$ cat src/design/etb_pkg.sv
// shared types and constants for the elimination tree builder
// no dependencies; imported by every other design file
package etb_pkg;

    localparam int MAX_NODES = 1024;
    localparam int IDX_W     = 10;
    localparam int ENTRY_W   = IDX_W + 1;

    localparam logic CMD_ENTRY = 1'b0;
    localparam logic CMD_CLEAR = 1'b1;

    typedef logic [IDX_W-1:0]   t_idx;
    typedef logic [ENTRY_W-1:0] t_entry;

    typedef struct packed {
        logic cmd;
        t_idx row_index;
        t_idx col_index;
    } t_in_item;

    typedef struct packed {
        t_idx child_node;
        t_idx parent_node;
    } t_out_item;

    typedef enum logic [1:0] {
        ST_CLEAR,
        ST_IDLE,
        ST_READ,
        ST_EVAL
    } t_state;

    // controller to datapath
    typedef struct packed {
        logic load_item;
        logic clr_start;
        logic clr_step;
        logic rd_en;
        logic wr_anc;
        logic emit;
        logic step_next;
    } t_dp_cmd;

    // datapath to controller
    typedef struct packed {
        logic in_is_clear;
        logic in_walks;
        logic clr_done;
        logic anc_valid;
        logic next_ok;
        logic out_free;
    } t_dp_stat;

endpackage

$ cat src/design/etb_ctrl.sv
// controller state machine of the elimination tree builder
// depends on etb_pkg
module etb_ctrl (
    input  logic              i_clk,
    input  logic              i_rst_n,
    input  logic              i_in_valid,
    output logic              o_in_ready,
    input  etb_pkg::t_dp_stat i_stat,
    output etb_pkg::t_dp_cmd  o_cmd
);
    import etb_pkg::*;

    t_state r_state;
    t_state n_state;

    always_ff @(posedge i_clk) begin
        if (!i_rst_n) begin
            r_state <= ST_CLEAR;
        end else begin
            r_state <= n_state;
        end
    end

    // next state
    always_comb begin
        n_state = r_state;
        unique case (r_state)
            ST_CLEAR: begin
                if (i_stat.clr_done) n_state = ST_IDLE;
            end
            ST_IDLE: begin
                if (i_in_valid) begin
                    if (i_stat.in_is_clear) begin
                        n_state = ST_CLEAR;
                    end else if (i_stat.in_walks) begin
                        n_state = ST_READ;
                    end
                end
            end
            ST_READ: begin
                n_state = ST_EVAL;
            end
            ST_EVAL: begin
                if (!i_stat.anc_valid) begin
                    if (i_stat.out_free) n_state = ST_IDLE;
                end else if (i_stat.next_ok) begin
                    n_state = ST_READ;
                end else begin
                    n_state = ST_IDLE;
                end
            end
            default: n_state = ST_CLEAR;
        endcase
    end

    // outputs
    always_comb begin
        o_cmd      = '0;
        o_in_ready = 1'b0;
        unique case (r_state)
            ST_CLEAR: begin
                o_cmd.clr_step = 1'b1;
            end
            ST_IDLE: begin
                o_in_ready = 1'b1;
                if (i_in_valid) begin
                    o_cmd.load_item = 1'b1;
                    o_cmd.clr_start = i_stat.in_is_clear;
                end
            end
            ST_READ: begin
                o_cmd.rd_en = 1'b1;
            end
            ST_EVAL: begin
                if (!i_stat.anc_valid) begin
                    o_cmd.wr_anc = i_stat.out_free;
                    o_cmd.emit   = i_stat.out_free;
                end else begin
                    o_cmd.wr_anc    = 1'b1;
                    o_cmd.step_next = i_stat.next_ok;
                end
            end
            default: begin
                o_cmd = '0;
            end
        endcase
    end

endmodule

$ cat config.mk
export PLATFORM = sky130hd
export DESIGN_NAME = etb_ctrl
export DESIGN_NICKNAME = d
export VERILOG_FILES = /design/src/design/etb_pkg.sv /design/src/design/etb_ctrl.sv
export SDC_FILE = /design/constraint.sdc
export NUM_CORES = 1
export LEC_CHECK = 0
export ABC_CLOCK_PERIOD_IN_PS = 1300
export CAP_MARGIN = 20
export CORE_AREA = 3 3 40 42
export DETAILED_ROUTE_END_ITERATION = 7
export DIE_AREA = 0 0 43 45
export DONT_BUFFER_PORTS = 1
export PLACE_DENSITY = 0.41
export SLEW_MARGIN = 20
export SYNTH_ARGS = -nofsm -noshare
export SYNTH_HDL_FRONTEND = slang
export SYNTH_SLANG_ARGS = --single-unit
$ cat constraint.sdc
create_clock -name i_clk -period 1.3 [get_ports i_clk]
set_input_delay 0.065 -clock i_clk [delete_from_list [all_inputs] [get_ports i_clk]]
set_output_delay 0.065 -clock i_clk [all_outputs]
set_load 0.02 [all_outputs]
==> flow_metrics.py <==
metrics = {
    "timing": {
        "timing.fmax_ghz": 0.8506,
        "period_minus_slack_ns": 1.176,
        "whs_ns": 0.01349,
        "slew_viol_final": 0,
        "tns_ns": 0,
        "relSlewSlack_pct": 72.35,
        "finalSetupViolations": 0,
        "final_hold_viol_count": 0,
        "final.period_utilization_pct": 90.44,
        "skew_ns": 0.001205,
        "rsz0062_at_grt": "no",
        "worstMarginPinSlew_ns": 0.4140,
    },
    "pwr": {
        "ir_drop_v": 0.0002039,
        "leakage_nw": 0.1306,
        "power_uw": 282.3,
        "power_density_nw_per_um2": 1007,
    },
    "worst_setup_path": {
        "crit_path_end_kind": "output port",
        "arrival_ns": 1.11,
        "crit_path_end": "o_cmd[1]",
        "reg2reg_to": "r_state[0]",
        "crit_path_top_delay_cell": "dfxtp_2",
        "setup.worst_path.start": "r_state[1]",
        "r2r_slack_ns": 0.28,
        "required_ns": 1.24,
        "cp-start-kind": "register",
        "cpPeakStageDelay_ns": 0.39,
        "r2r_cells": 3,
        "worstSetupPathType": "reg -> out",
        "path_cells": "nand2_1, nor3b_2, buf_4",
        "critPathMaxFanout": 10,
        "r2r_start": "r_state[1]",
    },
    "layout": {
        "antenna_cells": 0,
        "areaGrowthSynthToFinish_pct": 31.76,
        "nNetsFinal": 44,
        "drive_gt1_share_pct": 30.30,
        "final_util_pct": 21.81,
        "max_flop_register": "r_state",
        "largest_reg_flops": 2,
        "reg_top3": "r_state: 2 flops",
        "fillCellCount": 153,
        "most-common-layout-cells": "5 x nor2_1, 3 x nor2b_1, 3 x clkbuf_4, 3 x buf_4, 2 x inv_1",
        "final_common_cell": "nor2_1",
        "fin_area_um2": 280.3,
    },
    "place": {
        "placed_cell_area_um2": 237.7,
        "gp_congestion": 0.6757,
        "dpl.hpwl_um": 470,
        "io_buffers": 0,
    },
    "worst_hold_path": {
        "min_path_cells": 2,
        "hold_class": "in -> reg",
    },
    "logic_synthesis": {
        "syn_area_per_cell_um2": 7.597,
        "seq_area_frac_synth_pct": 18.82,
        "yosysWarnings": 0,
        "yosysTopAreaCellShare_pct": 18.82,
        "synth_area_leader_cell": "dfxtp_1",
        "netlist_instances": 28,
        "synthesis.nets": 37,
        "synthTopCellsByArea": "dfxtp_1 19%, nand3b_4 9.4%, nor2_1 8.8%",
        "ys_ff_latch": 2,
        "synth_cell_types": 20,
        "synthesis.area_um2": 212.7,
    },
    "flow_run": {
        "cap_violations": 0,
    },
    "routing": {
        "ant_nets": 0,
        "avgRoutedWirePerCell_um": 12.29,
        "wl_met1_um": 223,
        "highest_layer": "met4",
        "postRouteWirelength_um": 590,
        "first_pass_iters": 1,
        "met2_length_um": 288,
        "vias": 225,
        "post-route-drc-count": 0,
        "via_per_inst": 4.688,
        "drtIter0Drc": 0,
        "route.met3.wl_um": 62,
    },
    "die": {
        "core_um2": 1285,
        "die_area_um2": 1935,
        "row_count": 13,
        "fp.dieH_um": 45,
        "initial_utilization_pct": 16.55,
        "die_x_um": 43,
        "ios": 17,
    },
    "clock_network": {
        "numClockSinks": 2,
        "numCtsBuffers": 3,
        "cts_htree_levels": 1,
        "clkLatencyLatePin_ns": 0.23,
        "cts_tree": "yes",
        "clockRootBuffer": "clkbuf_4",
        "cts_buffer_depth": 2,
        "path_clk_slew_ns": 0.03,
    },
    "grt": {
        "grt_overflow": 0,
        "track_usage_pct": 7.315,
        "antenna_found_initial": 0,
        "grt_max_degree": 11,
        "grt_pass1_vias": 251,
        "grt_pass1_wl_um": 1021,
    },
    "run_status": {
        "outcome": "complete, no violations",
    },
}
==> timing repair <==
| action | 4_1_cts | 5_1_grt |
|---|---|---|
| hold buffers | 1 | 0 |
| endpoints found under the hold margin | 2 | 0 |
| buffers inserted | 0 | 0 |
| gates resized for setup | 2 | 2 |
| endpoints found under the setup margin | 4 | 2 |
==> cell families after synthesis <==
logic type	Yosys count	synth area share, %
AOI/OAI and AO/OA	7	25.29
buffers and inverters	4	11.18
and+or+nand+nor	15	44.71
DFF	2	18.82
==> report_power, final <==
part,leakage [nW],switching [mW],internal (mW)
Combinational,0.0993,0.0337,0.0287
Clock,0.0138,0.0391,0.102
Sequential,0.0175,0.0116,0.0670
Total,0.131,0.0843,0.198
==> synth_stat cells, drive strengths merged <==
library cell,n
nand4,1
o221a,1
o21ai,2
inv,2
o311a,1
dfxtp,2
nand2,1
nor2b,3
o21a,1
o221ai,1
nor2,5
and2,1
and3,1
nor3b,1
o22ai,1
nand3b,1
buf,2
and2b,1
==> cell type report <==
cell class | instances | area, um2 | share of cell area [%]
clock buffer | 3 | 22.52 | 8.036
inverter | 2 | 7.507 | 2.679
multi-input combinational | 22 | 153.9 | 54.91
sequential | 2 | 45.04 | 16.07
tap | 15 | 18.77 | 6.696
timing repair buffer | 4 | 32.53 | 11.61
==> worst min path at each step <==
stage	startpoint	endpoint	slack [ns]
after CTS	i_rst_n	r_state[1]	0.01
after floorplan	i_rst_n	r_state[0]	0.18
after detailed placement	i_rst_n	r_state[0]	0.21
after global routing	i_rst_n	r_state[1]	0.03
after global placement	i_rst_n	r_state[0]	0.21
final	i_rst_n	r_state[1]	0.01
==> worst max-delay path, delay by kind of cell, from the launching register on <==
kind	cells	cell delay [ns]
flops	1	0.39
simple gates	2	0.34
buf+inv	1	0.16
==> through the flow <==
stage          cells  setup WS (ns)
2_1_floorplan     28         0.1039
3_3_place_gp      44         0.1775
3_5_place_dp      44         0.1615
4_1_cts           48        0.04169
5_1_grt           48       0.007057
6_report          48         0.1243
==> per-layer routing <==
layer,vias to the layer above,GRT usage [%]
li1,110,-
met1,101,6.475
met2,12,12.28
met3,2,1.992
met4,0,9.036
met5,-,0
No activity file was read; power rests on OpenSTA's default activity.
